==> config.mk <==
export PLATFORM = sky130hd
export DESIGN_NAME = centered_moving_average_flat
export DESIGN_NICKNAME = d
export VERILOG_FILES = /design/src/hdl/cma_pkg.sv /design/src/hdl/cma_channels.sv /design/src/hdl/centered_moving_average.sv /design/src/hdl/cma_ram.sv /design/src/hdl/cma_div.sv /design/src/hdl/cma_queue.sv /design/src/hdl/cma_front.sv /design/src/hdl/cma_back.sv /design/src/flat_wrapper.sv
export SDC_FILE = /design/constraint.sdc
export NUM_CORES = 2
export LEC_CHECK = 0
export CAP_MARGIN = 10
export CORE_ASPECT_RATIO = 0.75
export CORE_MARGIN = 2
export CORE_UTILIZATION = 56
export CTS_BUF_LIST = sky130_fd_sc_hd__clkbuf_16
export DETAILED_ROUTE_END_ITERATION = 8
export DONT_BUFFER_PORTS = 1
export PLACE_DENSITY = 0.79
export SLEW_MARGIN = 20
export SYNTH_ARGS = -nofsm -noshare
export SYNTH_HDL_FRONTEND = slang
export SYNTH_HIERARCHICAL = 1
export SYNTH_SLANG_ARGS = --single-unit
export TNS_END_PERCENT = 5
==> constraint.sdc <==
create_clock -name clk -period 11.33 [get_ports clk]
set_input_delay 1.133 -clock clk [delete_from_list [all_inputs] [get_ports clk]]
set_output_delay 1.133 -clock clk [all_outputs]
set_load 0.01 [all_outputs]
==> src/hdl/cma_pkg.sv <==
`timescale 1ns / 1ps

package cma_pkg;

  localparam int SAMPLE_W    = 16;
  localparam int HALF_W      = 5;
  localparam int MAX_HALF    = 31;
  localparam int HALF_RESET  = 2;
  localparam int RING_DEPTH  = 64;
  localparam int RING_AW     = $clog2(RING_DEPTH);
  localparam int SEEN_W      = RING_AW;
  localparam int COUNT_W     = RING_AW + 1;
  localparam int SUM_W       = SAMPLE_W + RING_AW;
  localparam int DIV_CNT_W   = $clog2(SUM_W + 1);
  localparam int QUEUE_DEPTH = 2;
  localparam int QUEUE_AW    = $clog2(QUEUE_DEPTH);

  typedef logic signed [SAMPLE_W-1:0] sample_t;
  typedef logic [HALF_W-1:0]          half_t;
  typedef logic [SEEN_W-1:0]          seen_t;
  typedef logic [COUNT_W-1:0]         count_t;
  typedef logic signed [SUM_W-1:0]    sum_t;
  typedef logic [RING_AW-1:0]         ring_addr_t;

  // saturation point of the per-record sample count
  localparam seen_t SEEN_MAX = '1;

  // classified item handed from the front end to the back end
  typedef struct packed {
    sample_t sample;
    logic    last;
    logic    emit;
    seen_t   seen;
    half_t   half;
    half_t   trail;
  } cmd_t;

  typedef enum logic [2:0] {
    BK_IDLE,
    BK_ADJ,
    BK_ADJ_WAIT,
    BK_DIV,
    BK_EMIT
  } bk_state_t;

endpackage

==> src/hdl/cma_channels.sv <==
`timescale 1ns / 1ps

// sample channel
interface cma_in_if;
  import cma_pkg::*;
  logic    valid;
  logic    ready;
  sample_t sample;
  logic    is_last;

  modport source (output valid, output sample, output is_last, input ready);
  modport sink (input valid, input sample, input is_last, output ready);
endinterface

// result channel
interface cma_out_if;
  import cma_pkg::*;
  logic    valid;
  logic    ready;
  sample_t average;
  logic    end_of_record;

  modport source (output valid, output average, output end_of_record, input ready);
  modport sink (input valid, input average, input end_of_record, output ready);
endinterface

==> src/hdl/centered_moving_average.sv <==
`timescale 1ns / 1ps

// channel    direction  payload                    handshake
// in_chan    in         sample[15:0], is_last      valid / ready
// out_chan   out        average[15:0], end_of_record valid / ready
// cfg        in         cfg_data[4:0] half_window  cfg_we, no wait
//
// The back end stores a sample, moves samples one at a time in or out of
// the running window (at most one in steady state), starts the shared
// bit-serial divider, waits for it and loads the output register, the
// divider setting the pace. A final sample gives up to half_window + 1
// results; a sample with no result is only stored.
// Reset is synchronous; the sample ring needs no clearing pass.
// A two-entry queue and the output register let either side stall alone.

module centered_moving_average (
  input  logic           clk,
  input  logic           rst_n,
  input  logic           cfg_we,
  input  cma_pkg::half_t cfg_data,
  cma_in_if.sink         in_chan,
  cma_out_if.source      out_chan
);
  import cma_pkg::*;

  logic push_valid, push_ready;
  logic pop_valid, pop_ready;
  cmd_t push_data, pop_data;

  cma_front u_front (
    .clk       (clk),
    .rst_n     (rst_n),
    .cfg_we    (cfg_we),
    .cfg_data  (cfg_data),
    .in_chan   (in_chan),
    .push_valid(push_valid),
    .push_ready(push_ready),
    .push_data (push_data)
  );

  cma_queue u_queue (
    .clk       (clk),
    .rst_n     (rst_n),
    .push_valid(push_valid),
    .push_ready(push_ready),
    .push_data (push_data),
    .pop_valid (pop_valid),
    .pop_ready (pop_ready),
    .pop_data  (pop_data)
  );

  cma_back u_back (
    .clk      (clk),
    .rst_n    (rst_n),
    .pop_valid(pop_valid),
    .pop_ready(pop_ready),
    .pop_data (pop_data),
    .out_chan (out_chan)
  );

endmodule

==> src/hdl/cma_ram.sv <==
`timescale 1ns / 1ps

module cma_ram #(
  parameter int WIDTH = 16,
  parameter int DEPTH = 64
) (
  input  logic                     clk,
  input  logic                     we,
  input  logic [$clog2(DEPTH)-1:0] waddr,
  input  logic [WIDTH-1:0]         wdata,
  input  logic [$clog2(DEPTH)-1:0] raddr,
  output logic [WIDTH-1:0]         rdata
);

  logic [WIDTH-1:0] mem [DEPTH];
  logic [WIDTH-1:0] rdata_r;

  // one write port, one registered read port
  always_ff @(posedge clk) begin
    if (we) begin
      mem[waddr] <= wdata;
    end
    rdata_r <= mem[raddr];
  end

  assign rdata = rdata_r;

endmodule

==> src/hdl/cma_div.sv <==
`timescale 1ns / 1ps

module cma_div (
  input  logic              clk,
  input  logic              rst_n,
  input  logic              start,
  input  cma_pkg::sum_t     dividend,
  input  cma_pkg::count_t   divisor,
  output logic              done,
  output cma_pkg::sample_t  quotient
);
  import cma_pkg::*;

  logic                 busy_r, busy_nxt;
  logic                 done_r, done_nxt;
  logic [DIV_CNT_W-1:0] cnt_r, cnt_nxt;
  logic [SUM_W-1:0]     q_r, q_nxt;
  count_t               rem_r, rem_nxt;
  count_t               dsr_r, dsr_nxt;
  logic                 neg_r, neg_nxt;
  logic [COUNT_W:0]     rem_sh;
  logic [SUM_W-1:0]     signed_q;

  // one quotient bit per cycle, restoring, on the magnitude
  always_comb begin
    busy_nxt = busy_r;
    done_nxt = 1'b0;
    cnt_nxt  = cnt_r;
    q_nxt    = q_r;
    rem_nxt  = rem_r;
    dsr_nxt  = dsr_r;
    neg_nxt  = neg_r;
    rem_sh   = {rem_r, q_r[SUM_W-1]};
    if (start) begin
      neg_nxt  = dividend[SUM_W-1];
      q_nxt    = dividend[SUM_W-1] ? SUM_W'(-dividend) : SUM_W'(dividend);
      rem_nxt  = '0;
      dsr_nxt  = divisor;
      cnt_nxt  = DIV_CNT_W'(SUM_W);
      busy_nxt = 1'b1;
    end else if (busy_r) begin
      if (rem_sh >= {1'b0, dsr_r}) begin
        rem_nxt = COUNT_W'(rem_sh - {1'b0, dsr_r});
        q_nxt   = {q_r[SUM_W-2:0], 1'b1};
      end else begin
        rem_nxt = COUNT_W'(rem_sh);
        q_nxt   = {q_r[SUM_W-2:0], 1'b0};
      end
      cnt_nxt = cnt_r - 1'b1;
      if (cnt_r == DIV_CNT_W'(1)) begin
        busy_nxt = 1'b0;
        done_nxt = 1'b1;
      end
    end
  end

  always_ff @(posedge clk) begin
    if (!rst_n) begin
      busy_r <= 1'b0;
      done_r <= 1'b0;
    end else begin
      busy_r <= busy_nxt;
      done_r <= done_nxt;
    end
    cnt_r <= cnt_nxt;
    q_r   <= q_nxt;
    rem_r <= rem_nxt;
    dsr_r <= dsr_nxt;
    neg_r <= neg_nxt;
  end

  // restore the sign, truncation toward zero falls out of magnitude division
  assign signed_q = neg_r ? (~q_r + 1'b1) : q_r;
  assign quotient = sample_t'(signed_q[SAMPLE_W-1:0]);
  assign done     = done_r;

endmodule

==> src/hdl/cma_queue.sv <==
`timescale 1ns / 1ps

module cma_queue (
  input  logic           clk,
  input  logic           rst_n,
  input  logic           push_valid,
  output logic           push_ready,
  input  cma_pkg::cmd_t  push_data,
  output logic           pop_valid,
  input  logic           pop_ready,
  output cma_pkg::cmd_t  pop_data
);
  import cma_pkg::*;

  cmd_t                entries_r [QUEUE_DEPTH];
  logic [QUEUE_AW-1:0] wr_ptr_r, wr_ptr_nxt;
  logic [QUEUE_AW-1:0] rd_ptr_r, rd_ptr_nxt;
  logic [QUEUE_AW:0]   fill_r, fill_nxt;
  logic                do_push, do_pop;

  assign push_ready = (fill_r != (QUEUE_AW+1)'(QUEUE_DEPTH));
  assign pop_valid  = (fill_r != '0);
  assign pop_data   = entries_r[rd_ptr_r];
  assign do_push    = push_valid & push_ready;
  assign do_pop     = pop_valid & pop_ready;

  // pointer and fill bookkeeping
  always_comb begin
    wr_ptr_nxt = wr_ptr_r;
    rd_ptr_nxt = rd_ptr_r;
    fill_nxt   = fill_r;
    if (do_push) begin
      wr_ptr_nxt = (wr_ptr_r == QUEUE_AW'(QUEUE_DEPTH - 1)) ? '0 : wr_ptr_r + 1'b1;
    end
    if (do_pop) begin
      rd_ptr_nxt = (rd_ptr_r == QUEUE_AW'(QUEUE_DEPTH - 1)) ? '0 : rd_ptr_r + 1'b1;
    end
    if (do_push && !do_pop) begin
      fill_nxt = fill_r + 1'b1;
    end else if (do_pop && !do_push) begin
      fill_nxt = fill_r - 1'b1;
    end
  end

  always_ff @(posedge clk) begin
    if (!rst_n) begin
      wr_ptr_r <= '0;
      rd_ptr_r <= '0;
      fill_r   <= '0;
    end else begin
      wr_ptr_r <= wr_ptr_nxt;
      rd_ptr_r <= rd_ptr_nxt;
      fill_r   <= fill_nxt;
    end
    if (do_push) begin
      entries_r[wr_ptr_r] <= push_data;
    end
  end

endmodule

==> src/hdl/cma_front.sv <==
`timescale 1ns / 1ps

module cma_front (
  input  logic           clk,
  input  logic           rst_n,
  input  logic           cfg_we,
  input  cma_pkg::half_t cfg_data,
  cma_in_if.sink         in_chan,
  output logic           push_valid,
  input  logic           push_ready,
  output cma_pkg::cmd_t  push_data
);
  import cma_pkg::*;

  half_t half_r, half_nxt;
  seen_t seen_r, seen_nxt;
  seen_t seen_now;
  seen_t seen_m1;
  logic  accept;

  assign in_chan.ready = push_ready;
  assign push_valid    = in_chan.valid;
  assign accept        = in_chan.valid & push_ready;

  // classify the item: running count, whether it emits, first trail length
  always_comb begin
    seen_now = (seen_r == SEEN_MAX) ? seen_r : seen_r + 1'b1;
    seen_m1  = seen_now - 1'b1;
    push_data.sample = in_chan.sample;
    push_data.last   = in_chan.is_last;
    push_data.seen   = seen_now;
    push_data.half   = half_r;
    push_data.emit   = in_chan.is_last | (seen_now > SEEN_W'(half_r));
    if (in_chan.is_last && (seen_m1 < SEEN_W'(half_r))) begin
      push_data.trail = HALF_W'(seen_m1);
    end else begin
      push_data.trail = half_r;
    end
  end

  // half window register and per-record count
  always_comb begin
    half_nxt = half_r;
    seen_nxt = seen_r;
    if (cfg_we) begin
      half_nxt = (cfg_data > HALF_W'(MAX_HALF)) ? HALF_W'(MAX_HALF) : cfg_data;
    end
    if (accept) begin
      seen_nxt = in_chan.is_last ? '0 : seen_now;
    end
  end

  always_ff @(posedge clk) begin
    if (!rst_n) begin
      half_r <= HALF_W'(HALF_RESET);
      seen_r <= '0;
    end else begin
      half_r <= half_nxt;
      seen_r <= seen_nxt;
    end
  end

endmodule

==> src/hdl/cma_back.sv <==
`timescale 1ns / 1ps

module cma_back (
  input  logic           clk,
  input  logic           rst_n,
  input  logic           pop_valid,
  output logic           pop_ready,
  input  cma_pkg::cmd_t  pop_data,
  cma_out_if.source      out_chan
);
  import cma_pkg::*;

  bk_state_t  state_r, state_nxt;
  logic       last_r, last_nxt;
  seen_t      seen_r, seen_nxt;
  half_t      half_r, half_nxt;
  half_t      trail_r, trail_nxt;
  ring_addr_t wi_r, wi_nxt;
  count_t     held_r, held_nxt;
  sum_t       sum_r, sum_nxt;
  logic       out_valid_r, out_valid_nxt;
  sample_t    out_avg_r, out_avg_nxt;
  logic       out_eor_r, out_eor_nxt;

  seen_t      pos;
  seen_t      left;
  count_t     target;
  logic       grow;
  logic       at_target;
  logic       slot_free;
  ring_addr_t rd_addr;
  logic       ram_we;
  logic [SAMPLE_W-1:0] ram_rdata;
  sample_t    old_sample;
  logic       div_start;
  logic       div_done;
  sample_t    div_q;

  // window length for the position with trail_r samples after it
  always_comb begin
    pos       = seen_r - 1'b1 - SEEN_W'(trail_r);
    left      = (pos < SEEN_W'(half_r)) ? pos : SEEN_W'(half_r);
    target    = COUNT_W'(left) + COUNT_W'(trail_r) + COUNT_W'(1);
    grow      = held_r < target;
    at_target = held_r == target;
    rd_addr   = grow ? (wi_r - RING_AW'(held_r) - 1'b1) : (wi_r - RING_AW'(held_r));
  end

  assign slot_free  = !out_valid_r || out_chan.ready;
  assign pop_ready  = (state_r == BK_IDLE);
  assign ram_we     = (state_r == BK_IDLE) && pop_valid;
  assign div_start  = (state_r == BK_ADJ) && at_target;
  assign old_sample = sample_t'(ram_rdata);

  cma_ram #(
    .WIDTH(SAMPLE_W),
    .DEPTH(RING_DEPTH)
  ) u_ring (
    .clk  (clk),
    .we   (ram_we),
    .waddr(wi_r),
    .wdata(pop_data.sample),
    .raddr(rd_addr),
    .rdata(ram_rdata)
  );

  cma_div u_div (
    .clk     (clk),
    .rst_n   (rst_n),
    .start   (div_start),
    .dividend(sum_r),
    .divisor (target),
    .done    (div_done),
    .quotient(div_q)
  );

  // next state
  always_comb begin
    state_nxt = state_r;
    case (state_r)
      BK_IDLE: begin
        if (pop_valid && pop_data.emit) begin
          state_nxt = BK_ADJ;
        end
      end
      BK_ADJ: begin
        state_nxt = at_target ? BK_DIV : BK_ADJ_WAIT;
      end
      BK_ADJ_WAIT: begin
        state_nxt = BK_ADJ;
      end
      BK_DIV: begin
        if (div_done) begin
          state_nxt = BK_EMIT;
        end
      end
      BK_EMIT: begin
        if (slot_free) begin
          state_nxt = (last_r && (trail_r != '0)) ? BK_ADJ : BK_IDLE;
        end
      end
      default: begin
        state_nxt = BK_IDLE;
      end
    endcase
  end

  // datapath and outputs
  always_comb begin
    last_nxt      = last_r;
    seen_nxt      = seen_r;
    half_nxt      = half_r;
    trail_nxt     = trail_r;
    wi_nxt        = wi_r;
    held_nxt      = held_r;
    sum_nxt       = sum_r;
    out_valid_nxt = out_valid_r && !out_chan.ready;
    out_avg_nxt   = out_avg_r;
    out_eor_nxt   = out_eor_r;
    case (state_r)
      BK_IDLE: begin
        // store the sample and extend the running window by it
        if (pop_valid) begin
          last_nxt  = pop_data.last;
          seen_nxt  = pop_data.seen;
          half_nxt  = pop_data.half;
          trail_nxt = pop_data.trail;
          wi_nxt    = wi_r + 1'b1;
          held_nxt  = held_r + 1'b1;
          sum_nxt   = sum_r + sum_t'(pop_data.sample);
        end
      end
      BK_ADJ_WAIT: begin
        // one sample in or out at the old end of the window
        if (grow) begin
          sum_nxt  = sum_r + sum_t'(old_sample);
          held_nxt = held_r + 1'b1;
        end else begin
          sum_nxt  = sum_r - sum_t'(old_sample);
          held_nxt = held_r - 1'b1;
        end
      end
      BK_EMIT: begin
        if (slot_free) begin
          out_valid_nxt = 1'b1;
          out_avg_nxt   = div_q;
          out_eor_nxt   = last_r && (trail_r == '0);
          if (last_r) begin
            if (trail_r != '0) begin
              trail_nxt = trail_r - 1'b1;
            end else begin
              wi_nxt   = '0;
              held_nxt = '0;
              sum_nxt  = '0;
            end
          end
        end
      end
      default: begin
      end
    endcase
  end

  always_ff @(posedge clk) begin
    if (!rst_n) begin
      state_r     <= BK_IDLE;
      wi_r        <= '0;
      held_r      <= '0;
      sum_r       <= '0;
      out_valid_r <= 1'b0;
    end else begin
      state_r     <= state_nxt;
      wi_r        <= wi_nxt;
      held_r      <= held_nxt;
      sum_r       <= sum_nxt;
      out_valid_r <= out_valid_nxt;
    end
    last_r    <= last_nxt;
    seen_r    <= seen_nxt;
    half_r    <= half_nxt;
    trail_r   <= trail_nxt;
    out_avg_r <= out_avg_nxt;
    out_eor_r <= out_eor_nxt;
  end

  assign out_chan.valid         = out_valid_r;
  assign out_chan.average       = out_avg_r;
  assign out_chan.end_of_record = out_eor_r;

endmodule

==> src/flat_wrapper.sv <==
// flat-port wrapper written by rule: the top's interface ports become plain ports
module centered_moving_average_flat import cma_pkg::*;
  (clk, rst_n, cfg_we, cfg_data, in_chan_valid, in_chan_sample, in_chan_is_last, in_chan_ready, out_chan_valid, out_chan_average, out_chan_end_of_record, out_chan_ready);
  cma_in_if in_chan_i ();
  cma_out_if out_chan_i ();
  input  logic clk;
  input  logic rst_n;
  input  logic cfg_we;
  input  cma_pkg::half_t cfg_data;
  input wire logic [$bits(in_chan_i.valid)-1:0] in_chan_valid;
  input wire logic [$bits(in_chan_i.sample)-1:0] in_chan_sample;
  input wire logic [$bits(in_chan_i.is_last)-1:0] in_chan_is_last;
  output wire logic [$bits(in_chan_i.ready)-1:0] in_chan_ready;
  output wire logic [$bits(out_chan_i.valid)-1:0] out_chan_valid;
  output wire logic [$bits(out_chan_i.average)-1:0] out_chan_average;
  output wire logic [$bits(out_chan_i.end_of_record)-1:0] out_chan_end_of_record;
  input wire logic [$bits(out_chan_i.ready)-1:0] out_chan_ready;
  assign in_chan_i.valid = in_chan_valid;
  assign in_chan_i.sample = in_chan_sample;
  assign in_chan_i.is_last = in_chan_is_last;
  assign in_chan_ready = in_chan_i.ready;
  assign out_chan_valid = out_chan_i.valid;
  assign out_chan_average = out_chan_i.average;
  assign out_chan_end_of_record = out_chan_i.end_of_record;
  assign out_chan_i.ready = out_chan_ready;
  centered_moving_average u_core (.clk(clk), .rst_n(rst_n), .cfg_we(cfg_we), .cfg_data(cfg_data), .in_chan(in_chan_i), .out_chan(out_chan_i));
endmodule
-- After elaboration in Yosys (flattened, before gate mapping)
Memory sizes are Yosys's and may differ from the RTL's. A register that Yosys moved wholly into a read port is not among the register bits.
Cells that the tools add are included.
- flip-flop bits (word level): 132
- RAM bits: 1092
- input port bits: 27
- output and inout port bits: 19
- word-level logic and storage cells: 160
- memories: 2
- memory list (memory ; depth ; bits a word ; rd ports ; clocked after memory_dff ; wr ports ; RTL line ; text):
    u_core.u_back.u_ring.mem ; 64 ; 16 ; 1 ; 1 ; 1 ; cma_ram.sv:15 ; logic [WIDTH-1:0] mem [DEPTH];
    u_core.u_queue.entries_r ; 2 ; 34 ; 1 ; 1 ; 1 ; cma_queue.sv:15 ; cmd_t entries_r [QUEUE_DEPTH];
- add/subtract/negate cells: 23
- order comparisons: 6
- equal/unequal tests: 15
- mux-type cells: 56
- bitwise gates (word level): 6
- reduce and logical (&&, ||, !) cells: 29
- operators with widths (cell ; count):
    $mux W22 ; 8
    $pmux W22 S3 ; 1
    $mux W6 ; 8
    $add A22 B16 Y22 ; 2
    $mux W7 ; 6
    $mux W5 ; 6
    $neg A22 Y22 ; 1
    $sub A22 B16 Y22 ; 1
    $pmux W7 S3 ; 1
    $sub A6 B1 Y6 const B ; 3
    $mux W1 ; 17
    $add A16 B1 Y16 const B ; 1
    $mux W16 ; 1
    $not A16 Y16 ; 1
    $pmux W3 S5 ; 1
    $reduce_and A5 Y1 ; 3
    $add A7 B1 Y7 const B ; 2
    $ne A2 B2 Y1 const B ; 7
    $add A6 B1 Y6 const B ; 2
    $lt A6 B5 Y1 ; 2
    $pmux W6 S2 ; 1
    $pmux W5 S2 ; 1
    $sub A5 B1 Y5 const B ; 2
    $logic_and A1 B1 Y1 ; 9
    other kinds (34) ; 48

-- Depth between registers and ports, before layout
- depth after elaboration: 9
- mapped depth: 39
- mapped depth without buffers: 36

-- Hierarchy
The synthesis kept the hierarchy.
- by module, submodules not included (module ; instances ; cells an instance ; area each (sq um) ; seq. area each (sq um)):
    cma_ram ; 1 ; 1829 ; 40042.2 ; 31069.8
    cma_back ; 1 ; 663 ; 5698.0 ; 1801.7
    cma_div ; 1 ; 310 ; 2914.0 ; 1181.1
    cma_queue ; 1 ; 130 ; 2692.6 ; 2142.1
    cma_front ; 1 ; 147 ; 1164.9 ; 220.2

-- Worst setup path before layout
OpenSTA, ideal clock, no wires.
- kind: register to register
- start point: register u_core.u_back.trail_r[0]
- end point: register u_core.u_back.sum_r[19]
- library setup time: 124 ps
- arrival: 6818 ps
- required time: 11206 ps
- slack: 4388 ps
- cell stages (with the launch flop): 38
- clock period less this slack: 6942 ps
- cell sequence: edfxtp_1 -> inv_1 -> ha_1 -> inv_1 -> fa_1 -> inv_1 -> ha_1 -> a21oi_1 -> nor2b_1 -> o21ai_0 -> nand2b_1 -> a21oi_1 -> nand2_1 -> mux2i_1 -> ha_1 -> inv_1 -> fa_1 -> a21o_1 -> (+2 left out) -> ha_1 -> and3_4 -> a221o_1 -> a31oi_4 -> buf_2 -> buf_2 -> nor2_1 -> a21oi_1 -> nor2_1 -> a21oi_1 -> ha_1 -> a21o_1 -> a41oi_1 -> o31ai_1 -> a311o_1 -> a31oi_1 -> xor2_1 -> o21ai_1
- cells in the longest elaborated chain, start to end: 8
- elaborated cells between the ends (all ways): 11
- RTL lines (what ; RTL line ; text):
    from (decl) ; cma_back.sv:17 ; half_t trail_r, trail_nxt;
    from (signal assigned) ; cma_back.sv:181 ; trail_r <= trail_nxt;
    $sub A6 B5 Y6 ; cma_back.sv:41 ; pos = seen_r - 1'b1 - SEEN_W'(trail_r);
    $lt A6 B5 Y1 ; cma_back.sv:42 ; left = (pos < SEEN_W'(half_r)) ? pos : SEEN_W'(half_r);
    $mux W6 ; cma_back.sv:42 ;
    $add A6 B5 Y7 ; cma_back.sv:43 ; target = COUNT_W'(left) + COUNT_W'(trail_r) + COUNT_W'(1);
    $add A7 B1 Y7 ; cma_back.sv:43 ;
    $lt A7 B7 Y1 ; cma_back.sv:44 ; grow = held_r < target;
    $mux W22 ; cma_back.sv:135 ; if (grow) begin
    $pmux W22 S3 ; cma_back.sv:120 ; case (state_r)
    to (signal assigned) ; cma_back.sv:175 ; sum_r <= sum_nxt;
    to (decl) ; cma_back.sv:20 ; sum_t sum_r, sum_nxt;
Several ways; a longest one is shown, not always the timed one.
A chain may end at the register's enable or synchronous reset.

-- Worst setup path after layout
- start point: register u_core.u_back.trail_r[0]
- end point: register u_core.u_back.u_ring.rdata_r[2], in the netlist u_core/u_back/u_ring/rdata[2] (read register of u_core.u_back.u_ring.mem)
- cells in the longest elaborated chain, start to end: 7
- RTL lines (what ; RTL line ; text):
    $sub A6 B5 Y6 ; cma_back.sv:41 ;
    $lt A6 B5 Y1 ; cma_back.sv:42 ;
    $mux W6 ; cma_back.sv:42 ;
    $add A6 B5 Y7 (*) ; cma_back.sv:43 ;
    $add A7 B1 Y7 (*) ; cma_back.sv:43 ;
    $lt A7 B7 Y1 (*) ; cma_back.sv:44 ;
    $mux W6 (*) ; cma_back.sv:46 ; rd_addr = grow ? (wi_r - RING_AW'(held_r) - 1'b1) : (wi_r - RING_AW'(held_r));
    net u_core.u_back.rd_addr[2] ; cma_back.sv:31 ; ring_addr_t rd_addr;
    to (decl) ; cma_ram.sv:16 ; logic [WIDTH-1:0] rdata_r;
The timed path passes the listed nets; every way through them passes the cells marked *.

==> results.yml <==
status:
  status: "finished, final reports clean"
timing:
  finalHoldViolCount: 0
  setup_ws_ns: 2.40
  final_max_slew_viol_count: 0
  worst_clock_skew_ns: 0.0285
  timing.fmax_mhz: 112
  finalHoldWorstSlack_ns: 0.484
  tns_ns: 0
  finalSetupViolCount: 0
  period_minus_slack_ns: 8.93
  relSlewSlack_pct: 22.3
  rsz0062_at_grt: "false"
  max_slew.worst_pin.slew_ns: 1.16
  fin_crit_sh_pct: 78.9
die:
  initial_core_util_pct: 56.3
  die_w_microns: 358
  die_y_microns: 269
  rows: 97
  die_area_sq_um: 96300
  io_pins: 46
  core_sq_um: 93200
setup_path:
  endpoint_kind: "flip-flop"
  critPathArrivalTime_ns: 9.54
  critPathMaxStageDelay_ns: 0.83
  worstReg2RegStart: "u_core/u_back/trail_r[0]"
  worst-setup-path-type: "reg2reg"
  cp_slowest_cell: "a31oi_4"
  cp_data_required_time_ns: 11.94
  worst_setup_path_start_kind: "flip-flop"
  startpoint: "u_core/u_back/trail_r[0]"
  cp_max_fo: 44
cells_and_area:
  final_area_sq_um: 57600
  drive_gt1_share_pct: 19.1
  layout.nets: 3220
  areaGrowthSynthToFinish_pct: 9.65
clocking:
  cts_max_level: 3
  clkSlewWorstSetupHoldPaths_ns: 0.07
  cts_sinks: 1241
  cts_tree: "yes"
  cts_made_buffers: 113
  cts_resized: 0
  cts_setup_buffers: 0
  root_buffer: "clkbuf_16"
  clockBufferDepth: 3
  cts.hold.buffers_added: 0
  insertion_delay_ns: 0.72
logic_synthesis:
  async_reset_ff_share_pct: 0
  syn-num-nets: 3187
  netlist_area_sq_um: 52500
  postSynthCellCount: 3079
  synth_edf_count: 1156
  synth_top_area_share_pct: 66.1
  ys_seq_area_share_pct: 69.3
  yosys.area.top_type: "edfxtp_1"
  synth.most_common_cell: "edfxtp_1"
  syn_area_per_cell_sq_um: 17.1
  ys.flop_type: "edfxtp_1"
  ys_seq_elements: 1241
  yosys_warnings: 6
  ys_types: 99
  synth_common_cells: "1,156 x edfxtp_1, 220 x mux4_2, 170 x nand2_1"
  synth.top_cells.by_area: "edfxtp_1 66%, mux4_2 9.4%, dfxtp_1 3.2%"
detailed_routing:
  final_antenna_net_count: 0
  vias: 29152
  avgViaCountPerCell: 6.55
  wire_per_inst_microns: 28.2
  drc_errors: 0
  drt_wl_total_mm: 126
  drt-initial-drc-count: 4192
  dr.pass1.iters: 6
place:
  hpwl_mm: 75.6
  io_buffers: 0
  dpl_worst_slack_ns: 2.54
  dpl-instance-area_sq_um: 53900
  gp_congestion: 0.879
flow_run:
  maxCapViolCount: 0
global_routing:
  antenna_found_initial: 1
  grt_pass1_vias: 28938
  grt_max_degree: 96
  grt.total_usage_pct: 26.3
  grt_pass1_wl_mm: 187
  grt-ovfl-total: 0
worst_hold_path:
  hp-class: "reg2reg"
  hp-start: "u_core/u_back/u_div/rem_r[6]"
routing by layer:
layer | GRT usage [%] | wire length, microns
met5 | 0 | 13
met4 | 8.62 | 4200
met3 | 7.66 | 16600
met2 | 38.6 | 56100
met1 | 38.2 | 48600
sequential cells by signal, summed over array words and instances (netlist names), 2 cells and up, named ones only:
signal / cells
u_core/u_back/out_chan.average: 16
u_core/u_back/held_r: 7
u_core/u_back/u_div/q_r: 22
u_core/u_back/u_div/cnt_r: 5
u_core/u_back/seen_r: 6
u_core/u_back/sum_r: 22
u_core/u_back/half_r: 5
u_core/u_back/u_ring/rdata: 16
u_core/u_front/seen_r: 6
u_core/u_back/u_ring/mem: 1024
u_core/u_back/state_r: 3
u_core/u_back/u_div/rem_r: 7
u_core/u_queue/entries_r: 68
u_core/u_front/half_r: 5
u_core/u_back/wi_r: 6
u_core/u_back/trail_r: 5
u_core/u_queue/fill_r: 2
u_core/u_back/u_div/dsr_r: 7
worst max-delay path: cells and delay by family (launching register included):
family                   cells  cell delay (ns)
XOR/XNOR                     2             1.05
flip-flops                   1             0.41
AND/OR/NAND/NOR              7             1.88
multiplexers                 1             0.22
adder cells (fa/ha/maj)      6             1.76
buffers and inverters        5             0.67
AO/OA/AOI/OAI               10             2.81
cell type report:
type,count,area [sq um]
diodes,2,5.00
clock buffers,114,2850
clock inverters,101,823
fillers,6338,35600
inverters,69,259
multi-input cells,1600,14900
flip-flops and latches,1241,36400
well taps,1237,1550
repair buffers,87,741
cell usage in the layout (no fill, tap or decap), drive strengths merged, types with 9 or more instances in the layout:
cell,count
a221oi,17
o21ai,82
mux2i,100
a211oi,11
a21oi,97
a22oi,49
nor2b,60
buf,87
xor2,52
clkinvlp,9
o31ai,13
nor2,151
nor3,27
mux4,224
nand3b,9
and2,16
nand4,25
a311oi,10
inv,96
a21o,25
edfxtp,1156
nand3,52
nand2b,20
a21boi,10
ha,76
a31oi,21
nor4,11
clkbuf,114
a211o,9
bufinv,9
o211ai,10
nand2,172
or3,10
xnor2,65
clkinv,56
mux2,69
dfxtp,85
worst paths after layout:
kind | end | slack, ns | depth (start not counted)
worst max-delay path | u_core/u_back/u_ring/rdata[2] | 2.40 | 31
worst min-delay path | u_core/u_back/u_div/rem_r[6] | 0.48 | 2
worst max register to register | u_core/u_back/u_ring/rdata[2] | 2.40 | 31
worst min register to register | u_core/u_back/u_div/rem_r[6] | 0.48 | 2
kinds of logic (layout without fill, tap and decap cells):
kind of cell	count (synthesis)	after routing	synth area share [%]
flops	1241	1241	69.3
simple gates	591	591	5.66
compound gates	416	416	5.44
mux	393	393	13.0
buf+inv	238	371	2.54
xor+xnor	117	117	1.95
fa+ha+maj	81	81	2.00
other cells	2	4	0.0143
stage by stage:
stage	utilization (%)	cells
final	61.8	4451
after global routing	61.8	4449
after CTS	61.7	4449
after detailed placement	57.8	4234
after global placement	57.8	4234
after floorplan	-	3079
Power is left out: the tool's default activity adds up to more than one toggle a clock period on the data nets, which glitch-free logic cannot reach.
